`src/design/sea_pkg.sv`:
```
package sea_pkg;

  localparam int TGT_W      = 12;
  localparam int SPD_W      = 16;
  localparam int MAG_W      = SPD_W + 1;
  localparam int TIME_W     = 32;
  localparam int CH_W       = 4;
  localparam int PW_W       = 12;
  localparam int EST_W      = 14;
  localparam int OP_W       = 2;
  localparam int IN_DATA_W  = 64;
  localparam int OUT_DATA_W = 32;
  localparam int CFG_ADDR_W = 2;
  localparam int CFG_DATA_W = 32;

  localparam int EST_MAX       = 16383;
  localparam int SPEED_DIV_SH  = 10;
  localparam int SPEED_DIV_ODD = 5;
  localparam int SPEED_DIV     = SPEED_DIV_ODD << SPEED_DIV_SH;
  localparam int MOVES_SAT     = 65535;
  localparam int MTERM_W       = 17;
  localparam int PROD_W        = 27;
  localparam int SUM_W         = 28;

  localparam logic [CFG_ADDR_W-1:0] REG_CHANNEL = CFG_ADDR_W'(0);

  typedef enum logic [OP_W-1:0] {
    OP_SET     = 2'd0,
    OP_MOVE    = 2'd1,
    OP_PROCESS = 2'd2,
    OP_NOP     = 2'd3
  } sea_op_t;

  typedef struct packed {
    logic capture;
    logic latch_delta;
    logic do_set;
    logic snap;
    logic start_fdiv;
    logic store_frac;
    logic start_mdiv;
    logic est_mul;
    logic est_sum;
    logic mul_lo;
    logic mul_hi;
    logic step_calc;
    logic step_apply;
    logic load_out;
  } sea_cmd_t;

  typedef struct packed {
    sea_op_t op;
    logic    gap_small;
    logic    interval_ok;
    logic    div_done;
  } sea_sts_t;

endpackage

```
`src/design/sea_div.sv`:
```
module sea_div #(
  parameter int N = 33,
  parameter int D = 17
) (
  input  logic         clk,
  input  logic         rst_n,
  input  logic         start,
  input  logic [N-1:0] dividend,
  input  logic [D-1:0] divisor,
  output logic         busy,
  output logic [N-1:0] quotient
);
  localparam int CW = $clog2(N + 1);

  logic         busy_r;
  logic [CW-1:0] cnt_r;
  logic [N-1:0] q_r;
  logic [D-1:0] rem_r;
  logic [D-1:0] dvs_r;
  logic [D:0]   trial;
  logic [D:0]   diff;
  logic         ge;

  assign trial = {rem_r, q_r[N-1]};
  assign ge    = trial >= {1'b0, dvs_r};
  assign diff  = trial - {1'b0, dvs_r};

  always_ff @(posedge clk) begin
    if (!rst_n) begin
      busy_r <= 1'b0;
      cnt_r  <= '0;
    end else if (start) begin
      busy_r <= 1'b1;
      cnt_r  <= CW'(N);
    end else if (busy_r) begin
      cnt_r <= cnt_r - CW'(1);
      if (cnt_r == CW'(1)) begin
        busy_r <= 1'b0;
      end
    end
  end

  always_ff @(posedge clk) begin
    if (start) begin
      q_r   <= dividend;
      rem_r <= '0;
      dvs_r <= divisor;
    end else if (busy_r) begin
      q_r   <= {q_r[N-2:0], ge};
      rem_r <= ge ? diff[D-1:0] : trial[D-1:0];
    end
  end

  assign busy     = busy_r;
  assign quotient = q_r;

endmodule

```
`src/design/sea_dp.sv`:
```
module sea_dp #(
  parameter int POSITION_BITS        = 12,
  parameter int FRACTION_BITS        = 16,
  parameter int MIN_MOVE_INTERVAL_MS = 1
) (
  input  logic                                clk,
  input  logic                                rst_n,
  input  sea_pkg::sea_cmd_t                   cmd,
  output sea_pkg::sea_sts_t                   sts,
  input  logic [sea_pkg::OP_W-1:0]            in_op,
  input  logic [sea_pkg::IN_DATA_W-1:0]       in_data,
  input  logic [sea_pkg::CH_W-1:0]            channel,
  output logic [sea_pkg::OUT_DATA_W-1:0]      out_data
);
  import sea_pkg::*;

  localparam int PB     = POSITION_BITS;
  localparam int FB     = FRACTION_BITS;
  localparam int W      = PB + FB;
  localparam int TW     = (PB > TGT_W) ? PB : TGT_W;
  localparam int DIV_N  = PB + FB;
  localparam int DIV_D  = FB + 1;
  localparam int H      = (W + 1) / 2;
  localparam int MUL_W  = H + FB + 1;
  localparam int FULL_W = 2 * H + FB + 1;
  localparam int FONE   = 1 << FB;
  localparam int FMIN   = ((1 << FB) + 5) / 10;
  localparam int FX_W   = FB + 3;
  localparam int FX_K   = FX_W + 2;
  localparam int FX_RCP = ((1 << FX_K) + SPEED_DIV_ODD - 1) / SPEED_DIV_ODD;

  sea_op_t            op_r;
  logic [PB-1:0]      tgt_r;
  logic [SPD_W-1:0]   spd_r;
  logic [TIME_W-1:0]  now_r;
  logic [W-1:0]       pos_r;
  logic [PB-1:0]      dest_r;
  logic [FB:0]        frac_r;
  logic [TIME_W-1:0]  last_r;
  logic [W-1:0]       d_r;
  logic               up_r;
  logic [MUL_W-1:0]   acc_r;
  logic [MUL_W-1:0]   hi_r;
  logic [W-1:0]       step_r;
  logic [PB-1:0]      dist_r;
  logic [PROD_W-1:0]  prod_r;
  logic               res_cmd_r;
  logic               res_arr_r;
  logic [EST_W-1:0]   est_r;
  logic [FX_W-1:0]    fx_r;
  logic [OUT_DATA_W-1:0] out_data_r;

  logic [TW-1:0]      tgt_ext;
  logic [TW-1:0]      whole_ext;
  logic [PB-1:0]      whole;
  logic [PB-1:0]      gap;
  logic [W-1:0]       dfix;
  logic               up_c;
  logic [W-1:0]       diff_c;
  logic [MAG_W-1:0]   mag;
  logic [MAG_W-1:0]   mag_c;
  logic [MAG_W+FB-1:0] mag_sh;
  logic [2*FX_W-1:0]  fx_prod;
  logic [FB:0]        frac_raw;
  logic               div_start;
  logic [DIV_N-1:0]   div_a;
  logic [DIV_D-1:0]   div_b;
  logic               div_busy;
  logic [DIV_N-1:0]   div_q;
  logic [FB:0]        frac_clamp;
  logic [H-1:0]       mul_a;
  logic [MUL_W-1:0]   mul_p;
  logic [FULL_W-1:0]  full;
  logic [MTERM_W-1:0] mterm;
  logic [SUM_W-1:0]   est_sum;
  logic [PW_W-1:0]    pw;
  logic [W-1:0]       pos_nxt;

  assign tgt_ext   = TW'(in_data[TGT_W-1:0]);
  assign whole     = pos_r[W-1:FB];
  assign whole_ext = TW'(whole);
  assign pw        = whole_ext[PW_W-1:0];
  assign gap       = (whole >= dest_r) ? whole - dest_r : dest_r - whole;
  assign dfix      = {dest_r, {FB{1'b0}}};
  assign up_c      = dfix >= pos_r;
  assign diff_c    = up_c ? dfix - pos_r : pos_r - dfix;
  assign mag       = spd_r[SPD_W-1] ? MAG_W'(17'h10000) - {1'b0, spd_r} : {1'b0, spd_r};

  assign mag_c    = (mag > MAG_W'(SPEED_DIV)) ? MAG_W'(SPEED_DIV) : mag;
  assign mag_sh   = {mag_c, {FB{1'b0}}} >> SPEED_DIV_SH;
  assign fx_prod  = (2*FX_W)'(fx_r) * (2*FX_W)'(FX_RCP);
  assign frac_raw = fx_prod[2*FX_W-1:FX_K];

  assign div_start = cmd.start_mdiv;
  assign div_a     = DIV_N'({diff_c[W-1:FB], {FB{1'b0}}});
  assign div_b     = DIV_D'(frac_r);

  sea_div #(
    .N(DIV_N),
    .D(DIV_D)
  ) u_div (
    .clk      (clk),
    .rst_n    (rst_n),
    .start    (div_start),
    .dividend (div_a),
    .divisor  (div_b),
    .busy     (div_busy),
    .quotient (div_q)
  );

  assign frac_clamp = (frac_raw < (FB + 1)'(FMIN)) ? (FB + 1)'(FMIN) : frac_raw;

  assign mul_a = cmd.mul_hi ? H'(d_r[W-1:H]) : d_r[H-1:0];
  assign mul_p = MUL_W'(mul_a) * MUL_W'(frac_r);
  assign full  = {hi_r, {H{1'b0}}} + FULL_W'(acc_r);

  assign mterm   = (div_q >= DIV_N'(MOVES_SAT)) ? MTERM_W'(17'h10000)
                                                : MTERM_W'(div_q) + MTERM_W'(1);
  assign est_sum = SUM_W'(dist_r) + SUM_W'(prod_r >> 2);

  assign pos_nxt = up_r ? pos_r + step_r : pos_r - step_r;

  always_ff @(posedge clk) begin
    if (!rst_n) begin
      pos_r  <= '0;
      dest_r <= '0;
      frac_r <= (FB + 1)'(FMIN);
      last_r <= '0;
    end else begin
      if (cmd.do_set) begin
        dest_r <= tgt_r;
        pos_r  <= {tgt_r, {FB{1'b0}}};
      end
      if (cmd.snap) begin
        pos_r <= dfix;
      end
      if (cmd.store_frac) begin
        frac_r <= frac_clamp;
        dest_r <= tgt_r;
      end
      if (cmd.step_apply) begin
        pos_r  <= pos_nxt;
        last_r <= now_r;
      end
    end
  end

  always_ff @(posedge clk) begin
    if (cmd.capture) begin
      op_r      <= sea_op_t'(in_op);
      tgt_r     <= tgt_ext[PB-1:0];
      spd_r     <= in_data[TGT_W +: SPD_W];
      now_r     <= in_data[TGT_W + SPD_W +: TIME_W];
      res_cmd_r <= 1'b0;
      res_arr_r <= 1'b0;
      est_r     <= '0;
    end
    if (cmd.latch_delta) begin
      d_r  <= diff_c;
      up_r <= up_c;
    end
    if (cmd.start_fdiv) begin
      fx_r <= mag_sh[FX_W-1:0];
    end
    if (cmd.do_set || cmd.step_apply) begin
      res_cmd_r <= 1'b1;
    end
    if (cmd.snap) begin
      res_arr_r <= 1'b1;
    end
    if (cmd.start_mdiv) begin
      dist_r <= diff_c[W-1:FB];
    end
    if (cmd.est_mul) begin
      prod_r <= PROD_W'(mterm) * PROD_W'(MIN_MOVE_INTERVAL_MS);
    end
    if (cmd.est_sum) begin
      est_r <= (est_sum > SUM_W'(EST_MAX)) ? EST_W'(EST_MAX) : est_sum[EST_W-1:0];
    end
    if (cmd.mul_lo) begin
      acc_r <= mul_p;
    end
    if (cmd.mul_hi) begin
      hi_r <= mul_p;
    end
    if (cmd.step_calc) begin
      step_r <= full[FB +: W];
    end
    if (cmd.load_out) begin
      out_data_r <= {est_r, res_arr_r, pw, channel, res_cmd_r};
    end
  end

  assign sts.op          = op_r;
  assign sts.gap_small   = gap < PB'(2);
  assign sts.interval_ok = (now_r - last_r) > TIME_W'(MIN_MOVE_INTERVAL_MS);
  assign sts.div_done    = !div_busy;
  assign out_data        = out_data_r;

endmodule

```
`src/design/sea_ctrl.sv`:
```
module sea_ctrl (
  input  logic              clk,
  input  logic              rst_n,
  input  logic              in_tvalid,
  output logic              in_tready,
  output logic              out_tvalid,
  input  logic              out_tready,
  input  sea_pkg::sea_sts_t sts,
  output sea_pkg::sea_cmd_t cmd
);
  import sea_pkg::*;

  typedef enum logic [11:0] {
    S_IDLE   = 12'b0000_0000_0001,
    S_DECODE = 12'b0000_0000_0010,
    S_FDIV   = 12'b0000_0000_0100,
    S_MSTART = 12'b0000_0000_1000,
    S_MDIV   = 12'b0000_0001_0000,
    S_EMUL   = 12'b0000_0010_0000,
    S_ESUM   = 12'b0000_0100_0000,
    S_MLO    = 12'b0000_1000_0000,
    S_MHI    = 12'b0001_0000_0000,
    S_SCALC  = 12'b0010_0000_0000,
    S_SAPPLY = 12'b0100_0000_0000,
    S_EMIT   = 12'b1000_0000_0000
  } state_t;

  state_t state_r;
  state_t state_nxt;
  logic   out_valid_r;
  logic   out_valid_nxt;

  always_comb begin
    state_nxt     = state_r;
    cmd           = '0;
    out_valid_nxt = out_valid_r & ~out_tready;
    unique case (state_r)
      S_IDLE: begin
        if (in_tvalid) begin
          cmd.capture = 1'b1;
          state_nxt   = S_DECODE;
        end
      end
      S_DECODE: begin
        cmd.latch_delta = 1'b1;
        unique case (sts.op)
          OP_SET: begin
            cmd.do_set = 1'b1;
            state_nxt  = S_EMIT;
          end
          OP_MOVE: begin
            cmd.start_fdiv = 1'b1;
            state_nxt      = S_FDIV;
          end
          OP_PROCESS: begin
            if (sts.gap_small) begin
              cmd.snap  = 1'b1;
              state_nxt = S_EMIT;
            end else if (sts.interval_ok) begin
              state_nxt = S_MLO;
            end else begin
              state_nxt = S_EMIT;
            end
          end
          default: begin
            state_nxt = S_EMIT;
          end
        endcase
      end
      S_FDIV: begin
        cmd.store_frac = 1'b1;
        state_nxt      = S_MSTART;
      end
      S_MSTART: begin
        cmd.start_mdiv = 1'b1;
        state_nxt      = S_MDIV;
      end
      S_MDIV: begin
        if (sts.div_done) begin
          state_nxt = S_EMUL;
        end
      end
      S_EMUL: begin
        cmd.est_mul = 1'b1;
        state_nxt   = S_ESUM;
      end
      S_ESUM: begin
        cmd.est_sum = 1'b1;
        state_nxt   = S_EMIT;
      end
      S_MLO: begin
        cmd.mul_lo = 1'b1;
        state_nxt  = S_MHI;
      end
      S_MHI: begin
        cmd.mul_hi = 1'b1;
        state_nxt  = S_SCALC;
      end
      S_SCALC: begin
        cmd.step_calc = 1'b1;
        state_nxt     = S_SAPPLY;
      end
      S_SAPPLY: begin
        cmd.step_apply = 1'b1;
        state_nxt      = S_EMIT;
      end
      S_EMIT: begin
        if (!out_valid_r || out_tready) begin
          cmd.load_out  = 1'b1;
          out_valid_nxt = 1'b1;
          state_nxt     = S_IDLE;
        end
      end
      default: begin
        state_nxt = S_IDLE;
      end
    endcase
  end

  always_ff @(posedge clk) begin
    if (!rst_n) begin
      state_r     <= S_IDLE;
      out_valid_r <= 1'b0;
    end else begin
      state_r     <= state_nxt;
      out_valid_r <= out_valid_nxt;
    end
  end

  assign in_tready  = (state_r == S_IDLE);
  assign out_tvalid = out_valid_r;

endmodule

```
`src/design/servo_exponential_approach.sv`:
```
// Servo setpoint ramp with exponential approach. One result per input transfer; the
// operation code travels on in_tuser. A set transfer goes from decode straight to the
// output register, as does a process step when it waits or arrives; when it advances,
// the position step runs over two passes of one shared multiplier before it is applied.
// A move transfer waits on one bit-serial divider that counts the moves (the step
// fraction comes from a reciprocal multiply by the speed scale), then forms the estimate.
// The block holds one item at a time; the next transfer is taken as soon as the
// previous result sits in the output register.
module servo_exponential_approach #(
  parameter int POSITION_BITS        = 12,
  parameter int FRACTION_BITS        = 16,
  parameter int MIN_MOVE_INTERVAL_MS = 1
) (
  input  logic                              clk,
  input  logic                              rst_n,
  input  logic                              in_tvalid,
  output logic                              in_tready,
  // target_position[11:0], speed_value[27:12], now_ms[59:28], zero[63:60]
  input  logic [sea_pkg::IN_DATA_W-1:0]     in_tdata,
  // operation[1:0]
  input  logic [sea_pkg::OP_W-1:0]          in_tuser,
  output logic                              out_tvalid,
  input  logic                              out_tready,
  // command_valid[0], channel[4:1], pulse_width[16:5], arrived[17], estimated_ms[31:18]
  output logic [sea_pkg::OUT_DATA_W-1:0]    out_tdata,
  input  logic                              cfg_psel,
  input  logic                              cfg_penable,
  input  logic                              cfg_pwrite,
  input  logic [sea_pkg::CFG_ADDR_W-1:0]    cfg_paddr,
  input  logic [sea_pkg::CFG_DATA_W-1:0]    cfg_pwdata,
  output logic [sea_pkg::CFG_DATA_W-1:0]    cfg_prdata,
  output logic                              cfg_pready
);
  import sea_pkg::*;

  logic [CH_W-1:0] ch_r;
  sea_cmd_t        cmd;
  sea_sts_t        sts;

  assign cfg_pready = 1'b1;

  always_ff @(posedge clk) begin
    if (!rst_n) begin
      ch_r <= '0;
    end else if (cfg_psel && cfg_penable && cfg_pwrite && cfg_pready &&
                 cfg_paddr == REG_CHANNEL) begin
      ch_r <= cfg_pwdata[CH_W-1:0];
    end
  end

  assign cfg_prdata = (cfg_paddr == REG_CHANNEL) ? CFG_DATA_W'(ch_r) : '0;

  sea_ctrl u_ctrl (
    .clk        (clk),
    .rst_n      (rst_n),
    .in_tvalid  (in_tvalid),
    .in_tready  (in_tready),
    .out_tvalid (out_tvalid),
    .out_tready (out_tready),
    .sts        (sts),
    .cmd        (cmd)
  );

  sea_dp #(
    .POSITION_BITS        (POSITION_BITS),
    .FRACTION_BITS        (FRACTION_BITS),
    .MIN_MOVE_INTERVAL_MS (MIN_MOVE_INTERVAL_MS)
  ) u_dp (
    .clk      (clk),
    .rst_n    (rst_n),
    .cmd      (cmd),
    .sts      (sts),
    .in_op    (in_tuser),
    .in_data  (in_tdata),
    .channel  (ch_r),
    .out_data (out_tdata)
  );

endmodule

```
`config.mk`:
```
export PLATFORM = sky130hd
export DESIGN_NAME = servo_exponential_approach
export DESIGN_NICKNAME = d
export VERILOG_FILES = /design/src/design/sea_pkg.sv /design/src/design/sea_div.sv /design/src/design/sea_dp.sv /design/src/design/sea_ctrl.sv /design/src/design/servo_exponential_approach.sv
export SDC_FILE = /design/constraint.sdc
export NUM_CORES = 2
export LEC_CHECK = 0
export ABC_AREA = 0
export BUFFER_PORTS_ARGS = -buffer_cell sky130_fd_sc_hd__buf_4
export CAP_MARGIN = 20
export CELL_PAD_IN_SITES_DETAIL_PLACEMENT = 1
export CELL_PAD_IN_SITES_GLOBAL_PLACEMENT = 2
export CORE_UTILIZATION = 25
export CTS_BUF_LIST = sky130_fd_sc_hd__clkbuf_4 sky130_fd_sc_hd__clkbuf_8
export CTS_CLUSTER_DIAMETER = 40
export DETAILED_ROUTE_END_ITERATION = 12
export GPL_ROUTABILITY_DRIVEN = 1
export PLACE_DENSITY_LB_ADDON = 0.05
export SYNTH_ARGS = -nofsm -noshare
export SYNTH_HDL_FRONTEND = slang
export SYNTH_SLANG_ARGS = --single-unit
```
`constraint.sdc`:
```
create_clock -name clk -period 13.55 [get_ports clk]
set_input_delay 1.355 -clock clk [delete_from_list [all_inputs] [get_ports clk]]
set_output_delay 1.355 -clock clk [all_outputs]
set_load 0.05 [all_outputs]
```
Word-level counts from Yosys, hierarchy flattened
Cells that the tools add are included.

Add/sub/neg operators: 13. Multiply operators: 2. Order comparisons: 9. Equality and inequality tests: 18. Mux-type cells: 49. Bitwise operators: 3. Reductions and logical operators: 15.

Operator list (count): 2-to-1 mux 28 bit (7); case mux 12 bit (11 select lines) (1); 2-to-1 mux 12 bit (8); subtractor 28 bit (3); 2-to-1 mux 14 bit (4); 2-to-1 mux 17 bit (3); adder 44 x 31 -> 44 bit (1); > comparator 32 x 1 -> 1 bit, second input constant (1); multiplier 13 x 19 -> 32 bit, second input constant (1); subtractor 32 bit (1); multiplier 14 x 17 -> 31 bit (1); adder 28 bit (1); greater-or-equal comparator 28 x 16 -> 1 bit, second input constant (1); greater-or-equal comparator 28 bit (1); > comparator 28 x 14 -> 1 bit, second input constant (1); case mux 12 bit (2 select lines) (1); subtractor 12 bit (2); 2-to-1 mux 1 bit (21); greater-or-equal comparator 18 x 17 -> 1 bit (1); adder 17 x 1 -> 17 bit, second input constant (1); > comparator 17 x 13 -> 1 bit, second input constant (1); < comparator 17 x 13 -> 1 bit, second input constant (1); subtractor 17 x 16 -> 17 bit, first input constant (1); subtractor 17 bit (1); 33 further kinds (44).

Register bits after elaboration: 444. Input port bits: 107. Output and inout bits: 67.

Depth between registers and ports, before layout
Word-level depth: 9. Mapped depth: 33.

Cells and area by module
From an unflattened synthesis, not the netlist that was laid out.

Cells, all modules: 3479. Area total of the unflattened synthesis: 34715.8 µm².

By module, submodules not included: sea_dp (times used 1, cells an instance 2990, area an instance 29743.5 µm², sequential area each 9389.0 µm²); sea_div (times used 1, cells an instance 334, area an instance 3688.5 µm², sequential area each 1811.7 µm²); sea_ctrl (times used 1, cells an instance 100, area an instance 853.3 µm², sequential area each 260.2 µm²); servo_exponential_approach (times used 1, cells an instance 55, area an instance 430.4 µm², sequential area each 80.1 µm²).

Least setup slack after synthesis
Ideal clock, no wire load.

Path type: register to register. Start: register u_ctrl.state_r[1]. End: register u_dp.acc_r[30] (data pin). Library setup time: 260 ps. Data arrival time: 8765 ps. Data required time: 13290 ps. Setup slack: 4526 ps. Cell stages (with the launch flop): 31. Buffers on the path: 2. Clock period less this slack: 9024 ps. Path through: dfxtp_1 -> or4_1 -> nor2_1 -> nand2_1 -> nor3b_1 -> clkbuf_1 -> nand2_1 -> nand2_1 -> buf_2 -> nand2_1 -> fa_1 -> inv_1 -> fa_1 -> fa_1 -> fa_1 -> fa_1 -> inv_1 -> fa_1 -> inv_1 -> ha_1 -> a21o_1 -> a21o_1 -> a211oi_1 -> o31ai_1 -> a21oi_1 -> o21ai_0 -> o41ai_1 -> o21ai_0 -> o21a_1 -> nor2_1 -> xnor2_1.

Cells in the longest elaborated chain, start to end: 4.

Ends and longest elaborated chain: from (decl) (RTL line sea_ctrl.sv:28) `state_t state_r;`; from (signal assigned) (RTL line sea_ctrl.sv:125) `state_r <= state_nxt;`; == test 12 x 9 -> 1 bit (RTL line sea_ctrl.sv:37) `unique case (state_r)`; 2-to-1 mux 1 bit (RTL line sea_ctrl.sv:37); 2-to-1 mux 14 bit (RTL line sea_dp.sv:113) `assign mul_a = cmd.mul_hi ? H'(d_r[W-1:H]) : d_r[H-1:0];`; multiplier 14 x 17 -> 31 bit (RTL line sea_dp.sv:114) `assign mul_p = MUL_W'(mul_a) * MUL_W'(frac_r);`; net u_dp.mul_p[30] (RTL line sea_dp.sv:72) `logic [MUL_W-1:0] mul_p;`; to (signal assigned) (RTL line sea_dp.sv:181) `acc_r <= mul_p;`; to (decl) (RTL line sea_dp.sv:42) `logic [MUL_W-1:0] acc_r;`.

The timed path passes the listed nets, and every way through them passes these cells. A chain may end at the register's enable or synchronous reset.

Final worst setup path
Ends and elaborated chain as after synthesis.

==> impl_metrics.ini <==
[detailed_routing]
via_per_inst = 4.56
num_vias = 26200
drc = 0
wl_per_cell_um = 19.0
highest_layer = met4
wl_met3_um = 2800
routed_wl_um = 109000
ant_nets = 0
drtIter0Drc = 936
wl_met1_um = 53100
dr_wl_met2_um = 51400
drtPass1Iterations = 4

[synthesis]
synth_top_area_share_pct = 24.1
synth_common_cells = inv_1, nand2_1, ha_1
syn_area_mm2 = 0.0350
async_flop_share_pct = 0
syn-mean-instance-area_um2 = 9.55
synth_area_leader_cell = edfxtp_1
synth_cells = 3664
synth-warning-count = 0
ys_ff_latch = 428
yosys.cell_types.count = 95
synthFlopType = edfxtp_1
synth-edff-count = 281
ys_seq_area_share_pct = 32.5
synthTopCellsByArea = edfxtp_1, fa_1, ha_1
synth.most_common_cell = inv_1

[power_and_ir_drop]
pwr-share-clk_pct = 32.8
pwr-share-comb_pct = 38.3
power_density_mw_per_mm2 = 138
swShare_pct = 37.2
sequentialPowerShare_pct = 28.9
p_leak_nw = 17.3
power_w = 0.00556
p_sw_w = 0.00207
vdd_drop_max_uv = 84.5
p_int_w = 0.00349

[place]
io_buffers = 112
place.gp.congestion = 0.779
placedCellCount = 5556
dp_hpwl_um = 85000

[clock_tree]
cts_setup_buffers = 0
cts_tree = done
clock-sinks = 428
cts_resized = 0
cts_buffers = 102
cts_max_path_buffers = 3
path_clk_slew_ns = 0.06
cts-root-buf = clkbuf_8
hold_buffers = 0
clock_latency_ns = 0.78
h-tree-depth = 3

[critical_path]
worst_ep_required_time_ns = 14.04
crit_path_start_kind = flop
critPathMaxFanout = 40
path_class = reg -> reg
slowest_stage = nand2_1
path_common_cell = fa_1
crit_arrival_ns = 10.09
cp-end-kind = flop
r2r_start = u_ctrl.state_r[1]
max_stage_delay_ns = 0.69
startpoint = u_ctrl.state_r[1]

[global_route]
antenna_found_initial = 5
grt_pass1_vias = 29100
grt_max_degree = 63
grt_pass1_wl_um = 172000
track_usage_pct = 15.6
grt_overflow = 0

[min_path]
min_path_type = reg -> reg
holdCritStartpoint = u_dp.est_r[12]

[die]
initial_utilization_pct = 25.3
core_area_mm2 = 0.138
die_w_um = 376
die_y_um = 376
die-area_mm2 = 0.141
io_pins = 174
rows = 136

[sta]
slew_headroom_pct = 27.0
tightestPinTransition_ns = 1.08
drv_slew = 0
grt_setup_unrepaired = no
finalSetupTns_ns = 0
hold_viol = 0
clock_skew_ns = 0.0494
max_freq_mhz = 104
fin_crit_ns = 9.60
finalCritPeriodShare_pct = 70.9
finalSetupViolations = 0

[cells_and_area]
final_cells = 5748
area.growth.synth_to_final_pct = 15.3
layout-drive-gt1-share_pct = 10.2
layout.nets = 4461

[outcome]
status = complete, no violations

[run]
max_cap_viol_count = 0
-- per-layer routing --
metal  up-vias  GRT usage [%]
li1      12700              -
met4         0           4.20
met3       116           1.94
met5         -              0
met2       288           26.2
met1     13100           21.1
-- metrics by stage --
step / utilization, % / hold WS [ns] / setup slack [ns] / instance area (µm²)
finish: 29.2 / 0.416 / 3.95 / 40300
global route: 29.2 / 0.422 / 3.15 / 40300
CTS: 29.2 / 0.407 / 3.80 / 40300
detailed placement: 27.4 / 0.406 / 3.89 / 37900
global placement: 27.4 / 0.406 / 3.93 / 37900
floorplan: - / 0.400 / 4.53 / 35100
-- worst max-delay path, delay by kind of cell (launching register included) --
| family | cells | cell delay, ns |
|---|---|---|
| AO/OA/AOI/OAI | 9 | 2.33 |
| XOR/XNOR | 1 | 0.07 |
| adder cells (fa/ha/maj) | 7 | 3.39 |
| buffers and inverters | 4 | 0.69 |
| flip-flops | 1 | 0.38 |
| AND/OR/NAND/NOR | 8 | 2.38 |
-- final timing paths --
check                      endpoint  depth (start not counted)  slack (ns)
hold / removal    u_dp.out_data[30]                          0        0.42
setup / recovery     u_dp.acc_r[30]                         29        3.95
hold reg to reg   u_dp.out_data[30]                          0        0.42
setup reg to reg     u_dp.acc_r[30]                         29        3.95
-- cells in the final DEF, fill, tap and decap left out, types with 16 or more instances in the layout --
cell type and n:
o21ai_0 111, nand2b_1 32, nor2_1 246, and2_1 142, and3_1 21, o211ai_1 16, a22oi_1 16, dfxtp_1 146
clkbuf_4 28, xnor2_1 121, buf_4 150, bufinv_16 16, nor4_1 16, ha_1 313, o31ai_1 17, a211oi_1 35
inv_1 440, xor2_1 102, mux2i_1 40, a31oi_1 17, nor3_1 50, a21oi_1 182, nand2_1 418, nor2b_1 42
a21o_1 63, a21boi_0 57, o21a_1 26, edfxtp_1 281, nand4_1 30, nand3_1 54, fa_1 244, clkbuf_8 109
clkinv_2 16, conb_1 29
-- power by group through the flow --
stage | sequential (W) | combinational, W | clock, W
CTS | 0.00161 | 0.00220 | 0.00190
detailed placement | 0.00163 | 0.00218 | 0
global route | 0.00162 | 0.00242 | 0.00196
floorplan | 0.00161 | 0.00151 | 0
finish | 0.00161 | 0.00213 | 0.00182
global placement | 0.00163 | 0.00217 | 0
-- flip-flops by register name, summed over array words and instances, names as in the netlist, 13 cells and up --
name                 cells
u_dp.acc_r              17
u_dp.d_r                28
u_dp.div_b              17
u_dp.est_r              14
u_dp.fx_r               13
u_dp.hi_r               30
u_dp.last_r             32
u_dp.now_r              32
u_dp.out_data           32
u_dp.pos_r              28
u_dp.prod_r             15
u_dp.spd_r              16
u_dp.step_r             28
u_dp.u_div.dvs_r        17
u_dp.u_div.quotient     28
u_dp.u_div.rem_r        17
-- logic make-up (layout without fill, tap and decap cells) --
logic type,count (synthesis),count (layout),share of synthesized area (%)
AO/OA/AOI/OAI,673,673,12.8
AND/OR/NAND/NOR,1142,1142,15.7
flip-flops,428,428,32.5
multiplexers,48,48,1.40
XOR/XNOR,223,223,5.58
adder cells (fa/ha/maj),557,557,25.2
other,2,30,0.0215
buffers and inverters,591,784,6.78
-- area by class of cell --
class                           instances  area (µm²)
Fill cell                           15800       97800
Multi-Input combinational cell       2672       21400
Sequential cell                       428       11400
Tap cell                             1863        2330
Clock buffer                          137        1710
Inverter                              442        1660
Timing Repair Buffer                  151        1140
Clock inverter                         54         733
Antenna cell                            1        2.50
Note: power is estimated with default switching activity, not from simulation.
